File: src/hdl/mpool_pkg.sv
`timescale 1ns / 1ps
// ----------------------------------------------------------------------------
// mpool_pkg
// Shared constants, types and helpers for the streaming 2D max-pool block.
// ----------------------------------------------------------------------------
package mpool_pkg;

    localparam int MAX_WIDTH  = 32;
    localparam int PIXEL_BITS = 16;

    // register field widths
    localparam int CH_W      = 11;
    localparam int H_W       = 13;
    localparam int W_W       = 6;
    localparam int K_W       = 4;
    localparam int CFG_W     = 13;
    localparam int CFG_IDX_W = 3;

    localparam int ADDR_W    = $clog2(MAX_WIDTH);
    localparam int PCC_W     = $clog2(MAX_WIDTH + 1);
    localparam int CMP_W     = 8;
    localparam int REM_STEPS = H_W;
    localparam int REM_CNT_W = $clog2(REM_STEPS);

    typedef logic signed [PIXEL_BITS-1:0] pixel_t;

    typedef enum logic [CFG_IDX_W-1:0] {
        CFG_CHANNELS  = 3'd0,
        CFG_IN_HEIGHT = 3'd1,
        CFG_IN_WIDTH  = 3'd2,
        CFG_OUT_WIDTH = 3'd3,
        CFG_KERNEL_X  = 3'd4,
        CFG_KERNEL_Y  = 3'd5,
        CFG_STRIDE    = 3'd6
    } cfg_reg_t;

    typedef enum logic [3:0] {
        S_IDLE,
        S_RC_START,
        S_RC_WAIT,
        S_HORZ,
        S_VREAD,
        S_VCALC,
        S_ROWEND,
        S_FREAD,
        S_FEMIT,
        S_DRAIN
    } state_t;

    typedef struct packed {
        logic load_pixel;
        logic rem_start;
        logic rem_load;
        logic horz;
        logic v_read;
        logic v_skip;
        logic v_exec;
        logic row_end;
        logic f_read;
        logic f_exec;
        logic drain_push;
    } ctrl_cmd_t;

    typedef struct packed {
        logic dirty;
        logic rem_busy;
        logic call_ok;
        logic call_is_last;
        logic exec_emits;
        logic pend_valid;
        logic out_free;
        logic flush_needed;
        logic flush_last;
    } dp_status_t;

    function automatic pixel_t pix_max(pixel_t a, pixel_t b);
        return (a > b) ? a : b;
    endfunction

endpackage

File: src/hdl/mpool_ram.sv
`timescale 1ns / 1ps
// ----------------------------------------------------------------------------
// mpool_ram
// Generic single-write, single-read RAM with registered read data.
// ----------------------------------------------------------------------------
module mpool_ram #(
    parameter int WIDTH = 16,
    parameter int DEPTH = 32
) (
    input  logic                     aclk,
    input  logic                     wr_en,
    input  logic [$clog2(DEPTH)-1:0] wr_addr,
    input  logic [WIDTH-1:0]         wr_data,
    input  logic                     rd_en,
    input  logic [$clog2(DEPTH)-1:0] rd_addr,
    output logic [WIDTH-1:0]         rd_data
);

    logic [WIDTH-1:0] mem [DEPTH];
    logic [WIDTH-1:0] rd_data_reg;

    always_ff @(posedge aclk) begin
        if (wr_en) begin
            mem[wr_addr] <= wr_data;
        end
        if (rd_en) begin
            rd_data_reg <= mem[rd_addr];
        end
    end

    assign rd_data = rd_data_reg;

endmodule

File: src/hdl/mpool_rem.sv
`timescale 1ns / 1ps
// ----------------------------------------------------------------------------
// mpool_rem
// Bit-serial restoring remainder unit, one dividend bit per cycle.
// ----------------------------------------------------------------------------
module mpool_rem (
    input  logic                       aclk,
    input  logic                       aresetn,
    input  logic                       start,
    input  logic [mpool_pkg::H_W-1:0]  dividend,
    input  logic [mpool_pkg::K_W-1:0]  divisor,
    output logic                       busy,
    output logic [mpool_pkg::K_W-1:0]  remainder
);
    import mpool_pkg::*;

    logic                 busy_reg, busy_next;
    logic [REM_CNT_W-1:0] cnt_reg, cnt_next;
    logic [H_W-1:0]       dvd_reg, dvd_next;
    logic [K_W-1:0]       dvs_reg, dvs_next;
    logic [K_W-1:0]       rem_reg, rem_next;
    logic [K_W:0]         shifted;
    logic [K_W:0]         diff;

    always_comb begin
        shifted   = {rem_reg, dvd_reg[H_W-1]};
        diff      = shifted - {1'b0, dvs_reg};
        busy_next = busy_reg;
        cnt_next  = cnt_reg;
        dvd_next  = dvd_reg;
        dvs_next  = dvs_reg;
        rem_next  = rem_reg;
        if (start) begin
            busy_next = 1'b1;
            cnt_next  = '0;
            dvd_next  = dividend;
            dvs_next  = divisor;
            rem_next  = '0;
        end else if (busy_reg) begin
            // partial remainder stays below the divisor, so it fits K_W bits
            if (shifted >= {1'b0, dvs_reg}) begin
                rem_next = diff[K_W-1:0];
            end else begin
                rem_next = shifted[K_W-1:0];
            end
            dvd_next = {dvd_reg[H_W-2:0], 1'b0};
            cnt_next = cnt_reg + 1'b1;
            if (cnt_reg == REM_CNT_W'(REM_STEPS - 1)) begin
                busy_next = 1'b0;
            end
        end
    end

    always_ff @(posedge aclk) begin
        if (!aresetn) begin
            busy_reg <= 1'b0;
            cnt_reg  <= '0;
        end else begin
            busy_reg <= busy_next;
            cnt_reg  <= cnt_next;
        end
        dvd_reg <= dvd_next;
        dvs_reg <= dvs_next;
        rem_reg <= rem_next;
    end

    assign busy      = busy_reg;
    assign remainder = rem_reg;

endmodule

File: src/hdl/mpool_datapath.sv
`timescale 1ns / 1ps
// ----------------------------------------------------------------------------
// mpool_datapath
// Configuration registers, position counters, horizontal and vertical pooling
// arithmetic, line store and the result register.
// ----------------------------------------------------------------------------
module mpool_datapath (
    input  logic                             aclk,
    input  logic                             aresetn,
    input  logic                             cfg_wr_en,
    input  logic [mpool_pkg::CFG_IDX_W-1:0]  cfg_index,
    input  logic [mpool_pkg::CFG_W-1:0]      cfg_wdata,
    input  logic [mpool_pkg::PIXEL_BITS-1:0] s_pixel_value,
    input  logic                             m_ready,
    output logic                             m_valid,
    output logic [mpool_pkg::PIXEL_BITS-1:0] m_pooled_value,
    output logic                             m_last_of_run,
    input  mpool_pkg::ctrl_cmd_t             cmd,
    output mpool_pkg::dp_status_t            status
);
    import mpool_pkg::*;

    // configuration
    logic [CH_W-1:0] channels_reg;
    logic [H_W-1:0]  in_height_reg;
    logic [W_W-1:0]  in_width_reg;
    logic [W_W-1:0]  out_width_reg;
    logic [K_W-1:0]  kernel_x_reg;
    logic [K_W-1:0]  kernel_y_reg;
    logic [K_W-1:0]  stride_reg;
    logic            dirty_reg, dirty_next;

    // position state
    logic [W_W-1:0]  col_cnt_reg, col_cnt_next;
    logic [K_W-1:0]  col_rem_reg, col_rem_next;
    logic [H_W-1:0]  row_cnt_reg, row_cnt_next;
    logic [K_W-1:0]  row_rem_reg, row_rem_next;
    logic [CH_W-1:0] chan_cnt_reg, chan_cnt_next;
    logic [PCC_W-1:0] pcc_reg, pcc_next;
    logic [ADDR_W-1:0] fc_reg, fc_next;

    // item work registers
    pixel_t pixel_reg, pixel_next;
    pixel_t rmax_reg, rmax_next;
    pixel_t call_val_reg [2];
    pixel_t call_val_next [2];
    logic [1:0] call_vld_reg, call_vld_next;
    logic       call_idx_reg, call_idx_next;

    // pending result and output register
    pixel_t pend_val_reg, pend_val_next;
    logic   pend_vld_reg, pend_vld_next;
    pixel_t out_val_reg, out_val_next;
    logic   out_last_reg, out_last_next;
    logic   out_vld_reg, out_vld_next;

    // derived
    logic [K_W-1:0]   kx, ky;
    logic             h_overlap, v_overlap;
    logic             last_col, row_more, chan_more, channel_end;
    logic             col_phase_end, row_phase_end;
    logic [CMP_W-1:0] lim;
    logic             pcc_in_range;
    pixel_t           cur_val, rd_pix, h_t, v_t;
    pixel_t           exec_value, exec_wdata;
    logic             exec_emits, exec_write;
    logic             out_free, push;

    // line store
    logic                  ram_wr_en, ram_rd_en;
    logic [ADDR_W-1:0]     ram_wr_addr, ram_rd_addr;
    logic [PIXEL_BITS-1:0] ram_wr_data, ram_rd_data;

    // phase recompute
    logic           row_rem_busy, col_rem_busy;
    logic [K_W-1:0] row_rem_res, col_rem_res;

    mpool_ram #(
        .WIDTH (PIXEL_BITS),
        .DEPTH (MAX_WIDTH)
    ) u_line_store (
        .aclk    (aclk),
        .wr_en   (ram_wr_en),
        .wr_addr (ram_wr_addr),
        .wr_data (ram_wr_data),
        .rd_en   (ram_rd_en),
        .rd_addr (ram_rd_addr),
        .rd_data (ram_rd_data)
    );

    mpool_rem u_row_rem (
        .aclk      (aclk),
        .aresetn   (aresetn),
        .start     (cmd.rem_start),
        .dividend  (row_cnt_reg),
        .divisor   (ky),
        .busy      (row_rem_busy),
        .remainder (row_rem_res)
    );

    mpool_rem u_col_rem (
        .aclk      (aclk),
        .aresetn   (aresetn),
        .start     (cmd.rem_start),
        .dividend  (H_W'(col_cnt_reg)),
        .divisor   (kx),
        .busy      (col_rem_busy),
        .remainder (col_rem_res)
    );

    always_comb begin
        kx        = (kernel_x_reg == '0) ? K_W'(1) : kernel_x_reg;
        ky        = (kernel_y_reg == '0) ? K_W'(1) : kernel_y_reg;
        h_overlap = (kernel_x_reg != stride_reg);
        v_overlap = (kernel_y_reg != stride_reg);

        last_col    = (CMP_W'(col_cnt_reg) + CMP_W'(1)) >= CMP_W'(in_width_reg);
        row_more    = ({1'b0, row_cnt_reg} + 1'b1) < {1'b0, in_height_reg};
        chan_more   = ({1'b0, chan_cnt_reg} + 1'b1) < {1'b0, channels_reg};
        channel_end = last_col && !row_more;

        col_phase_end = ({1'b0, col_rem_reg} + 1'b1) == {1'b0, kx};
        row_phase_end = ({1'b0, row_rem_reg} + 1'b1) == {1'b0, ky};

        lim = (CMP_W'(out_width_reg) < CMP_W'(MAX_WIDTH)) ? CMP_W'(out_width_reg)
                                                           : CMP_W'(MAX_WIDTH);
        pcc_in_range = CMP_W'(pcc_reg) < lim;

        cur_val = call_val_reg[call_idx_reg];
        rd_pix  = ram_rd_data;

        h_t = (col_rem_reg == '0) ? pixel_reg : pix_max(rmax_reg, pixel_reg);
        v_t = (row_rem_reg == '0) ? cur_val : pix_max(rd_pix, cur_val);

        if (v_overlap) begin
            exec_emits = (row_cnt_reg != '0);
            exec_value = pix_max(rd_pix, cur_val);
            exec_write = 1'b1;
            exec_wdata = cur_val;
        end else begin
            exec_emits = row_phase_end;
            exec_value = v_t;
            exec_write = !row_phase_end;
            exec_wdata = v_t;
        end

        out_free = !out_vld_reg || m_ready;
    end

    // line store port muxing
    always_comb begin
        ram_rd_en   = cmd.v_read || cmd.f_read;
        ram_rd_addr = cmd.v_read ? pcc_reg[ADDR_W-1:0] : fc_reg;
        ram_wr_en   = (cmd.v_exec && exec_write) || cmd.f_exec;
        ram_wr_addr = cmd.v_exec ? pcc_reg[ADDR_W-1:0] : fc_reg;
        ram_wr_data = cmd.v_exec ? exec_wdata : '0;
    end

    always_comb begin
        dirty_next       = dirty_reg;
        col_cnt_next     = col_cnt_reg;
        col_rem_next     = col_rem_reg;
        row_cnt_next     = row_cnt_reg;
        row_rem_next     = row_rem_reg;
        chan_cnt_next    = chan_cnt_reg;
        pcc_next         = pcc_reg;
        fc_next          = fc_reg;
        pixel_next       = pixel_reg;
        rmax_next        = rmax_reg;
        call_val_next[0] = call_val_reg[0];
        call_val_next[1] = call_val_reg[1];
        call_vld_next    = call_vld_reg;
        call_idx_next    = call_idx_reg;
        pend_val_next    = pend_val_reg;
        pend_vld_next    = pend_vld_reg;
        out_val_next     = out_val_reg;
        out_last_next    = out_last_reg;
        push             = 1'b0;

        if (cmd.rem_start) begin
            dirty_next = 1'b0;
        end
        if (cfg_wr_en) begin
            dirty_next = 1'b1;
        end
        if (cmd.rem_load) begin
            row_rem_next = row_rem_res;
            col_rem_next = col_rem_res;
        end

        if (cmd.load_pixel) begin
            pixel_next = s_pixel_value;
        end

        if (cmd.horz) begin
            call_idx_next = 1'b0;
            if (h_overlap) begin
                call_vld_next    = {last_col, (col_cnt_reg != '0)};
                call_val_next[0] = pix_max(rmax_reg, pixel_reg);
                call_val_next[1] = pix_max(pixel_reg, '0);
                rmax_next        = pixel_reg;
            end else begin
                call_vld_next    = {1'b0, col_phase_end};
                call_val_next[0] = h_t;
                if (!col_phase_end) begin
                    rmax_next = h_t;
                end
            end
        end

        if (cmd.v_skip) begin
            call_idx_next = !call_idx_reg;
        end

        if (cmd.v_exec) begin
            call_idx_next = !call_idx_reg;
            pcc_next      = pcc_reg + 1'b1;
            if (exec_emits) begin
                // older pending result is not the last one of this transfer run
                if (pend_vld_reg) begin
                    push          = 1'b1;
                    out_val_next  = pend_val_reg;
                    out_last_next = 1'b0;
                end
                pend_val_next = exec_value;
                pend_vld_next = 1'b1;
            end
        end

        if (cmd.row_end) begin
            fc_next  = '0;
            if (!last_col) begin
                col_cnt_next = col_cnt_reg + 1'b1;
                col_rem_next = col_phase_end ? '0 : col_rem_reg + 1'b1;
            end else begin
                pcc_next     = '0;
                col_cnt_next = '0;
                col_rem_next = '0;
                if (row_more) begin
                    row_cnt_next = row_cnt_reg + 1'b1;
                    row_rem_next = row_phase_end ? '0 : row_rem_reg + 1'b1;
                end else begin
                    row_cnt_next  = '0;
                    row_rem_next  = '0;
                    chan_cnt_next = chan_more ? chan_cnt_reg + 1'b1 : '0;
                end
            end
        end

        if (cmd.f_exec) begin
            fc_next = fc_reg + 1'b1;
            if (pend_vld_reg) begin
                push          = 1'b1;
                out_val_next  = pend_val_reg;
                out_last_next = 1'b0;
            end
            pend_val_next = pix_max(rd_pix, '0);
            pend_vld_next = 1'b1;
        end

        if (cmd.drain_push) begin
            push          = 1'b1;
            out_val_next  = pend_val_reg;
            out_last_next = 1'b1;
            pend_vld_next = 1'b0;
        end

        if (push) begin
            out_vld_next = 1'b1;
        end else if (m_ready) begin
            out_vld_next = 1'b0;
        end else begin
            out_vld_next = out_vld_reg;
        end
    end

    always_ff @(posedge aclk) begin
        if (!aresetn) begin
            channels_reg  <= CH_W'(1);
            in_height_reg <= H_W'(2);
            in_width_reg  <= W_W'(2);
            out_width_reg <= W_W'(1);
            kernel_x_reg  <= K_W'(2);
            kernel_y_reg  <= K_W'(2);
            stride_reg    <= K_W'(2);
        end else if (cfg_wr_en) begin
            unique case (cfg_index)
                CFG_CHANNELS:  channels_reg  <= cfg_wdata[CH_W-1:0];
                CFG_IN_HEIGHT: in_height_reg <= cfg_wdata[H_W-1:0];
                CFG_IN_WIDTH:  in_width_reg  <= cfg_wdata[W_W-1:0];
                CFG_OUT_WIDTH: out_width_reg <= cfg_wdata[W_W-1:0];
                CFG_KERNEL_X:  kernel_x_reg  <= cfg_wdata[K_W-1:0];
                CFG_KERNEL_Y:  kernel_y_reg  <= cfg_wdata[K_W-1:0];
                CFG_STRIDE:    stride_reg    <= cfg_wdata[K_W-1:0];
                default: begin
                end
            endcase
        end
    end

    always_ff @(posedge aclk) begin
        if (!aresetn) begin
            dirty_reg    <= 1'b0;
            col_cnt_reg  <= '0;
            col_rem_reg  <= '0;
            row_cnt_reg  <= '0;
            row_rem_reg  <= '0;
            chan_cnt_reg <= '0;
            pcc_reg      <= '0;
            fc_reg       <= '0;
            rmax_reg     <= '0;
            call_vld_reg <= '0;
            call_idx_reg <= 1'b0;
            pend_vld_reg <= 1'b0;
            out_vld_reg  <= 1'b0;
        end else begin
            dirty_reg    <= dirty_next;
            col_cnt_reg  <= col_cnt_next;
            col_rem_reg  <= col_rem_next;
            row_cnt_reg  <= row_cnt_next;
            row_rem_reg  <= row_rem_next;
            chan_cnt_reg <= chan_cnt_next;
            pcc_reg      <= pcc_next;
            fc_reg       <= fc_next;
            rmax_reg     <= rmax_next;
            call_vld_reg <= call_vld_next;
            call_idx_reg <= call_idx_next;
            pend_vld_reg <= pend_vld_next;
            out_vld_reg  <= out_vld_next;
        end
        pixel_reg       <= pixel_next;
        call_val_reg[0] <= call_val_next[0];
        call_val_reg[1] <= call_val_next[1];
        pend_val_reg    <= pend_val_next;
        out_val_reg     <= out_val_next;
        out_last_reg    <= out_last_next;
    end

    always_comb begin
        status.dirty        = dirty_reg;
        status.rem_busy     = row_rem_busy || col_rem_busy;
        status.call_ok      = call_vld_reg[call_idx_reg] && pcc_in_range;
        status.call_is_last = call_idx_reg;
        status.exec_emits   = exec_emits;
        status.pend_valid   = pend_vld_reg;
        status.out_free     = out_free;
        status.flush_needed = channel_end && v_overlap && (lim != '0);
        status.flush_last   = (CMP_W'(fc_reg) + CMP_W'(1)) >= lim;
    end

    assign m_valid        = out_vld_reg;
    assign m_pooled_value = out_val_reg;
    assign m_last_of_run  = out_last_reg;

endmodule

File: src/hdl/mpool_ctrl.sv
`timescale 1ns / 1ps
// ----------------------------------------------------------------------------
// mpool_ctrl
// Sequencer that walks one pixel through horizontal pooling, line-store
// updates, end-of-row bookkeeping, channel flush and result drain.
// ----------------------------------------------------------------------------
module mpool_ctrl (
    input  logic                  aclk,
    input  logic                  aresetn,
    input  logic                  s_valid,
    output logic                  s_ready,
    input  mpool_pkg::dp_status_t status,
    output mpool_pkg::ctrl_cmd_t  cmd
);
    import mpool_pkg::*;

    state_t state_reg, state_next;
    logic   emit_stall, flush_stall;

    assign emit_stall  = status.exec_emits && status.pend_valid && !status.out_free;
    assign flush_stall = status.pend_valid && !status.out_free;

    always_comb begin
        state_next = state_reg;
        unique case (state_reg)
            S_IDLE: begin
                if (status.dirty) begin
                    state_next = S_RC_START;
                end else if (s_valid) begin
                    state_next = S_HORZ;
                end
            end
            S_RC_START: state_next = S_RC_WAIT;
            S_RC_WAIT: begin
                if (!status.rem_busy) begin
                    state_next = S_IDLE;
                end
            end
            S_HORZ: state_next = S_VREAD;
            S_VREAD: begin
                if (status.call_ok) begin
                    state_next = S_VCALC;
                end else if (status.call_is_last) begin
                    state_next = S_ROWEND;
                end
            end
            S_VCALC: begin
                if (!emit_stall) begin
                    state_next = status.call_is_last ? S_ROWEND : S_VREAD;
                end
            end
            S_ROWEND: state_next = status.flush_needed ? S_FREAD : S_DRAIN;
            S_FREAD:  state_next = S_FEMIT;
            S_FEMIT: begin
                if (!flush_stall) begin
                    state_next = status.flush_last ? S_DRAIN : S_FREAD;
                end
            end
            S_DRAIN: begin
                if (!status.pend_valid || status.out_free) begin
                    state_next = S_IDLE;
                end
            end
            default: state_next = S_IDLE;
        endcase
    end

    always_comb begin
        cmd     = '0;
        s_ready = 1'b0;
        unique case (state_reg)
            S_IDLE: begin
                s_ready        = !status.dirty;
                cmd.load_pixel = s_valid && !status.dirty;
            end
            S_RC_START: cmd.rem_start = 1'b1;
            S_RC_WAIT:  cmd.rem_load  = !status.rem_busy;
            S_HORZ:     cmd.horz      = 1'b1;
            S_VREAD: begin
                cmd.v_read = status.call_ok;
                cmd.v_skip = !status.call_ok;
            end
            S_VCALC:  cmd.v_exec  = !emit_stall;
            S_ROWEND: cmd.row_end = 1'b1;
            S_FREAD:  cmd.f_read  = 1'b1;
            S_FEMIT:  cmd.f_exec  = !flush_stall;
            S_DRAIN:  cmd.drain_push = status.pend_valid && status.out_free;
            default: begin
            end
        endcase
    end

    always_ff @(posedge aclk) begin
        if (!aresetn) begin
            state_reg <= S_IDLE;
        end else begin
            state_reg <= state_next;
        end
    end

endmodule

File: src/hdl/max_pool_2d_stream.sv
`timescale 1ns / 1ps
// ----------------------------------------------------------------------------
// max_pool_2d_stream
// Streaming 2D max pooling, top level: sequencer plus datapath.
// ----------------------------------------------------------------------------
// Pixels arrive one per transfer in channel, row, column order and pooled
// pixels leave in the same order; m_last_of_run marks the last result caused
// by an input pixel. Each horizontally pooled value of a pixel that reaches
// the line store (at most two per pixel) is read and updated in separate
// states, since the line store has a single read port with registered data.
// On the last pixel of a channel in overlapping vertical mode the padded row
// is flushed with a read and an emit state per pooled column, for up to 32
// pooled columns. After any configuration write the row and column window
// phases are recomputed by a bit-serial remainder unit, which holds off the
// next pixel until it is done. A stalled result side holds the block once
// its single pending result and the output register are both full.
// ----------------------------------------------------------------------------
module max_pool_2d_stream (
    input  logic                             aclk,
    input  logic                             aresetn,
    input  logic                             cfg_wr_en,
    input  logic [mpool_pkg::CFG_IDX_W-1:0]  cfg_index,
    input  logic [mpool_pkg::CFG_W-1:0]      cfg_wdata,
    input  logic                             s_valid,
    output logic                             s_ready,
    input  logic [mpool_pkg::PIXEL_BITS-1:0] s_pixel_value,
    output logic                             m_valid,
    input  logic                             m_ready,
    output logic [mpool_pkg::PIXEL_BITS-1:0] m_pooled_value,
    output logic                             m_last_of_run
);
    import mpool_pkg::*;

    ctrl_cmd_t  ctrl_cmd;
    dp_status_t dp_status;

    mpool_ctrl u_ctrl (
        .aclk    (aclk),
        .aresetn (aresetn),
        .s_valid (s_valid),
        .s_ready (s_ready),
        .status  (dp_status),
        .cmd     (ctrl_cmd)
    );

    mpool_datapath u_datapath (
        .aclk           (aclk),
        .aresetn        (aresetn),
        .cfg_wr_en      (cfg_wr_en),
        .cfg_index      (cfg_index),
        .cfg_wdata      (cfg_wdata),
        .s_pixel_value  (s_pixel_value),
        .m_ready        (m_ready),
        .m_valid        (m_valid),
        .m_pooled_value (m_pooled_value),
        .m_last_of_run  (m_last_of_run),
        .cmd            (ctrl_cmd),
        .status         (dp_status)
    );

    // one pixel in flight at a time
    a_one_item: assert property (@(posedge aclk) disable iff (!aresetn)
        s_valid && s_ready |=> !s_ready)
        else $error("input accepted while a pixel is still in work");

    // stale window phases must never see a pixel
    a_phase_fresh: assert property (@(posedge aclk) disable iff (!aresetn)
        dp_status.dirty |-> !s_ready)
        else $error("pixel accepted before window phases were recomputed");

    // a pending result only moves into a free output register
    a_no_overwrite: assert property (@(posedge aclk) disable iff (!aresetn)
        (ctrl_cmd.v_exec && dp_status.exec_emits && dp_status.pend_valid)
            || ctrl_cmd.drain_push |-> dp_status.out_free)
        else $error("result register overwritten before transfer");

endmodule
File: config.mk
export PLATFORM = sky130hd
export DESIGN_NAME = max_pool_2d_stream
export DESIGN_NICKNAME = d
export VERILOG_FILES = /design/src/hdl/mpool_pkg.sv /design/src/hdl/mpool_ram.sv /design/src/hdl/mpool_rem.sv /design/src/hdl/mpool_datapath.sv /design/src/hdl/mpool_ctrl.sv /design/src/hdl/max_pool_2d_stream.sv
export SDC_FILE = /design/constraint.sdc
export NUM_CORES = 1
export LEC_CHECK = 0
export ABC_CLOCK_PERIOD_IN_PS = 12700
export BUFFER_PORTS_ARGS = -buffer_cell sky130_fd_sc_hd__buf_4
export CAP_MARGIN = 10
export CORE_MARGIN = 2
export CORE_UTILIZATION = 60
export DETAILED_ROUTE_END_ITERATION = 16
export PLACE_DENSITY = 0.77
export SYNTH_ARGS = -nofsm -noshare
export SYNTH_HDL_FRONTEND = slang
export SYNTH_SLANG_ARGS = --single-unit
File: constraint.sdc
create_clock -name aclk -period 12.7 [get_ports aclk]
set_input_delay 2.54 -clock aclk [delete_from_list [all_inputs] [get_ports aclk]]
set_output_delay 2.54 -clock aclk [all_outputs]
set_load 0.005 [all_outputs]
Yosys cells after proc, flatten, opt, wreduce, memory -nomap -nowiden
Memories as Yosys holds them, arrays and structs flattened. A register that Yosys moved wholly into a read port is not among the register bits.
Cells that the tools add are included.
- register bits: 202
- RAM bits: 544
- input bits: 37
- output and inout port bits: 19
- memories kept: 2
- memories (name ; depth ; width ; rd ports ; clocked after Yosys merged registers in ; write ports ; line ; source):
    u_datapath.u_line_store.mem ; 32 ; 16 ; 1 ; 1 ; 1 ; mpool_ram.sv:19 ; logic [WIDTH-1:0] mem [DEPTH];
    u_datapath.call_val_reg ; 2 ; 16 ; 1 ; 1 ; 2 ; mpool_datapath.sv:45 ; pixel_t call_val_reg [2];
- add/subtract/negate cells: 15
- order comparisons: 12
- eq/ne operators: 31
- multiplexer cells: 109
- bitwise logic cells: 1
- reductions and logical operators: 56
- operator list (kind ; count):
    16-bit two-way mux ; 22
    4-bit two-way mux ; 23
    1-bit two-way mux ; 45
    6-bit two-way mux ; 7
    4-bit one-hot mux with 10 select lines ; 1
    13-bit two-way mux ; 3
    16-bit by 1-bit greater-than comparator with 1-bit output, second input constant ; 2
    16-bit greater-than comparator ; 2
    32-bit two-way mux ; 1
    4-bit logical NOT ; 5
    5-bit two-way mux ; 4
    2-bit AND reduction ; 10
    4-bit by 1-bit adder with 4-bit output, second input constant ; 4
    4-bit by 3-bit equality test with 1-bit output, second input constant ; 4
    4-bit equality test, second input constant ; 4
    2-bit nonzero test ; 8
    13-bit by 1-bit adder with 14-bit output, second input constant ; 1
    14-bit by 13-bit less-than comparator with 1-bit output ; 1
    13-bit by 1-bit adder with 13-bit output, second input constant ; 1
    13-bit nonzero test ; 1
    6-bit by 1-bit adder with 6-bit output, second input constant ; 2
    1-bit logical NOT ; 11
    4-bit by 1-bit adder with 5-bit output, second input constant ; 2
    5-bit by 4-bit equality test with 1-bit output ; 2
    other kinds (30) ; 58

Depth between registers and ports, before layout
- depth in word-level cells: 13
- depth in mapped cells: 18
- mapped depth without buffers: 15

Modules after synthesis
From an unflattened synthesis, not the netlist that was laid out.
- cells, all modules: 2447
- area total of the unflattened synthesis: 33676.0 µm²
- by module, submodules not included (module ; times used ; cells each ; area an instance (µm²)):
    mpool_ram ; 1 ; 1143 ; 20696.1
    mpool_datapath ; 1 ; 1041 ; 9995.8
    mpool_rem ; 2 ; 99 ; 1256.2
    mpool_ctrl ; 1 ; 65 ; 471.7

Least setup slack after synthesis
Ideal clock, no wire load.
- path type: in2reg
- from: in m_ready
- to: mem u_datapath.u_line_store.mem[0][10] (data pin)
- setup time: 0.467 ns
- arrival: 4.695 ns
- data required time: 12.233 ns
- slack: 7.538 ns
- cell stages on the path: 5
- buffers on the path: 2
- path through: nand3b_1 -> o21ai_2 -> buf_2 -> clkbuf_1 -> a211oi_1
- word-level cells in the longest chain between the ends: 6
- RTL lines (what ; line ; source):
    start: declaration ; max_pool_2d_stream.sv:28 ; input logic m_ready,
    1-bit logical OR ; mpool_datapath.sv:147 ; out_free = !out_vld_reg || m_ready;
    1-bit logical NOT ; mpool_ctrl.sv:20 ; assign emit_stall = status.exec_emits && status.pend_valid && !status.out_free;
    1-bit logical AND ; mpool_ctrl.sv:20 ;
    1-bit logical NOT ; - ;
    1-bit two-way mux ; mpool_ctrl.sv:71 ; unique case (state_reg)
    16-bit two-way mux ; mpool_datapath.sv:156 ; ram_wr_data = cmd.v_exec ? exec_wdata : '0;
    named net u_datapath.ram_wr_data[10] ; mpool_datapath.sv:72 ; logic [PIXEL_BITS-1:0] ram_wr_data, ram_rd_data;
    end: declaration ; mpool_ram.sv:19 ;
The timed path passes the listed nets, and every way through them passes these cells.

Final worst setup path
- from: in m_ready
- to: mem u_datapath.u_line_store.mem[5][4] (enable)
- word-level cells in the longest chain between the ends: 9
- elaborated cells on any way between the ends: 13
- RTL lines (what ; line ; source):
    1-bit logical OR (*) ; mpool_datapath.sv:147 ;
    1-bit logical NOT (*) ; mpool_ctrl.sv:20, mpool_ctrl.sv:21 ;
    1-bit logical AND ; mpool_ctrl.sv:20 ;
    1-bit logical NOT ; - ;
    1-bit two-way mux ; mpool_ctrl.sv:71 ;
    1-bit logical AND ; mpool_datapath.sv:154 ; ram_wr_en = (cmd.v_exec && exec_write) || cmd.f_exec;
    1-bit logical OR ; mpool_datapath.sv:154 ;
    1-bit two-way mux ; mpool_ram.sv:23 ; if (wr_en) begin
    1-bit two-way mux (not written as such) ; mpool_ram.sv:24 ; mem[wr_addr] <= wr_data;
Mark *: on every way between the ends. The rest lies on a longest branch, timed or not.

==> results.cfg <==
[setup_path]
cp-end-kind = flip-flop
startpoint = m_ready
path_delay_family = simple AND/OR/NAND/NOR gates
worst-r2r-setup-slack_ns = 7.93
slowest_stage = or3b_1
cp_cell_sequence = buf_4, nand3b_1, o21ai_4, buf_4, o22ai_1, or3b_1, nor2_1, buf_4
crit_buf_inv = 3
crit_required_ns = 13.00
cp_max_fo = 25
crit_path_end = u_datapath.u_line_store.mem[5][4]$_DFFE_PP_
cp_slowest_stage_delay_ns = 0.58
arrival_ns = 5.25
rr_worst_depth = 12
crit_top_cell = buf_4
r2r-end = u_datapath.u_line_store.mem[22][5]$_DFFE_PP_
start_kind = input pin
critPathKind = input pin to flip-flop
cp_num_cells = 8

[cells_and_area]
multiInputGateArea_sq_um = 10700
area_growth_syn_to_layout_pct = 11.9
stdcell_count = 3502
fin_nets = 2863
largest_reg_flops = 512
finalInstanceArea_sq_um = 37000
fillCellCount = 3781
seqCellArea_sq_um = 21600
postLayoutCoreUtil_pct = 67.6
diodes = 0
drive_above_1_share_pct = 11.4

[clock_network]
cts_resized = 0
cts_hold_buf = 0
numCtsBuffers = 77
cts_htree_levels = 3
path_clk_slew_ns = 0.06
cts_buffer_depth = 3
cts_tree = built
root_buffer = clkbuf_16
cts_setup_buffers = 0
clock-sinks = 763
clkLatencyLatePin_ns = 0.63

[sta]
setup-tns-final_ns = 0
setup_violations = 0
period_needed_ns = 4.94
fin_crit_sh_pct = 38.9
holdWs_ns = 0.455
finalWorstSetupSlack_ns = 7.76
finalClockSkew_ns = 0.0321
max_freq_mhz = 202
worstMarginPinSlew_ns = 1.17
rsz0062_at_grt = false
report.final.slew_viol_count = 0
final_hold_viol_count = 0
relSlewSlack_pct = 21.9

[pwr]
total_power_mw = 5.81
ir_worst_vdd_mv = 0.127
p_leak_nw = 13.9
cellPowerDensity_nw_per_um2 = 157

[global_route]
grt_antenna_before_repair = 0
grt_pass1_vias = 20900
grt_usage_pct = 27.6
grt_pass1_wl_mm = 120
grt_max_degree = 193
gr-total-overflow = 0

[logic_synthesis]
ys.flop_type = edfxtp_1
yosysMostFrequentCell = edfxtp_1
synth_fa_ha_area_share_pct = 3.26
synth-simple-area-share_pct = 14.1
yosys-mux-area-fraction_pct = 5.82
synth_commonest_cells = edfxtp_1, nand2_1, nor2_1
synthCells = 2678
synth_compound_area_share_pct = 7.17
syn_nets = 2800
synth_warnings = 0
synthXorXnorAreaFrac_pct = 1.30
synth.largest_area_cell = edfxtp_1
synth_edf_count = 635
ys_types = 78
synth_top_family_by_area = simple AND/OR/NAND/NOR gates
netlist_top_cells_area = edfxtp_1, dfxtp_1, nand2_1, mux2i_1, ha_1
synth_area_sq_um = 33100
synth_area_per_cell_sq_um = 12.4
post-synth-top-area-fraction_pct = 57.6
ys_seq_area_share_pct = 65.4
ys_ff_latch = 763
ys_async_sr_fraction_pct = 0

[floorplanning]
fp.dieH_um = 239
fp.coreArea_sq_um = 54800
ios = 56
rows = 86
die_x_um = 239
floorplan.initialDensity_pct = 60.4
die-area_sq_um = 57000

[drt]
postRouteAntennaNets = 0
wl_per_cell_um = 22.3
viasPerCell = 6.16
dr.pass1.iters = 7
drtIter0Drc = 2518
num_vias = 21600
wirelength_mm = 78.0
drc_errors = 0

[placed_design]
gp_congestion = 0.953
dp.cells = 3358
place_ws_ns = 6.81
dpl_cell_area_sq_um = 34400
port_buffers = 55
dp_hpwl_mm = 49.6

[status]
status = completed

[worst_hold_path]
whs_path_depth = 2
hold_path_class = flip-flop to flip-flop

[flow_run]
drv_cap = 0
==> cell usage in the layout, fill, tap and decap left out, types with 15 or more instances in the layout <==
master,instances
a211oi_4,15
a32oi_1,66
nand3_1,150
inv_1,83
nor2_1,250
a22o_1,32
o21ai_0,31
ha_1,83
nand2b_1,19
a21oi_1,68
buf_4,120
edfxtp_1,635
dfxtp_1,128
mux2i_1,146
xor2_1,24
a21o_1,18
clkbuf_16,79
nand4_1,48
nand2_1,449
mux2_2,38
nor3_1,30
o2111ai_1,16
xnor2_1,25
==> report_power, final <==
part           internal (mW)  leakage, nW  total (mW)  switching, mW
sequential              2.83         7.77        2.93         0.0926
clock                   1.35         1.25        2.28          0.927
combinational          0.243         4.92       0.601          0.358
total                   4.43         13.9        5.81           1.38
==> worst min path at each step <==
stage	endpoint	start	slack (ns)
2_1_floorplan	u_datapath.call_vld_reg[0]$_SDFFE_PN0P_	u_datapath.call_vld_reg[0]$_SDFFE_PN0P_	0.43
3_3_place_gp	u_datapath.call_vld_reg[0]$_SDFFE_PN0P_	u_datapath.call_vld_reg[0]$_SDFFE_PN0P_	0.44
3_5_place_dp	u_datapath.call_vld_reg[0]$_SDFFE_PN0P_	u_datapath.call_vld_reg[0]$_SDFFE_PN0P_	0.45
4_1_cts	u_datapath.in_height_reg[6]$_SDFFE_PN0P_	u_datapath.in_height_reg[6]$_SDFFE_PN0P_	0.46
5_1_grt	u_datapath.in_height_reg[12]$_SDFFE_PN0P_	u_datapath.in_height_reg[12]$_SDFFE_PN0P_	0.48
6_report	u_datapath.in_height_reg[6]$_SDFFE_PN0P_	u_datapath.in_height_reg[6]$_SDFFE_PN0P_	0.46
==> final cells by class <==
cell class / instances / area share (%)
tap: 704 / 2.38
inverter: 84 / 0.852
multi-input combinational: 1692 / 28.9
timing repair buffer: 123 / 2.55
clock inverter: 38 / 1.19
clock buffer: 98 / 5.67
sequential: 763 / 58.4
==> worst register-to-register path, stage by stage, from the launching register on <==
cell	delay, ns
dfxtp_1	1.04
mux2i_1	0.68
ha_1	0.37
nor2b_1	0.13
o21ai_0	0.15
a21oi_1	0.09
o31ai_1	0.31
nand4_1	0.17
nand4b_1	0.14
buf_4	0.50
nor2_1	0.20
a211oi_4	0.27
buf_4	0.43
==> cell families after synthesis <==
| family | Yosys count |
|---|---|
| compound gates | 322 |
| xor+xnor | 49 |
| fa+ha+maj | 85 |
| buf+inv | 223 |
| flops | 763 |
| mux | 187 |
| other cells | 1 |
| simple gates | 1048 |
==> routing by layer <==
| metal | GRT usage, % | routed length [um] |
|---|---|---|
| met5 | 0 | 0 |
| met4 | 11.7 | 3170 |
| met3 | 4.49 | 5930 |
| met2 | 43.9 | 36600 |
| met1 | 38.0 | 32300 |
(Power assumes the default switching activity.)
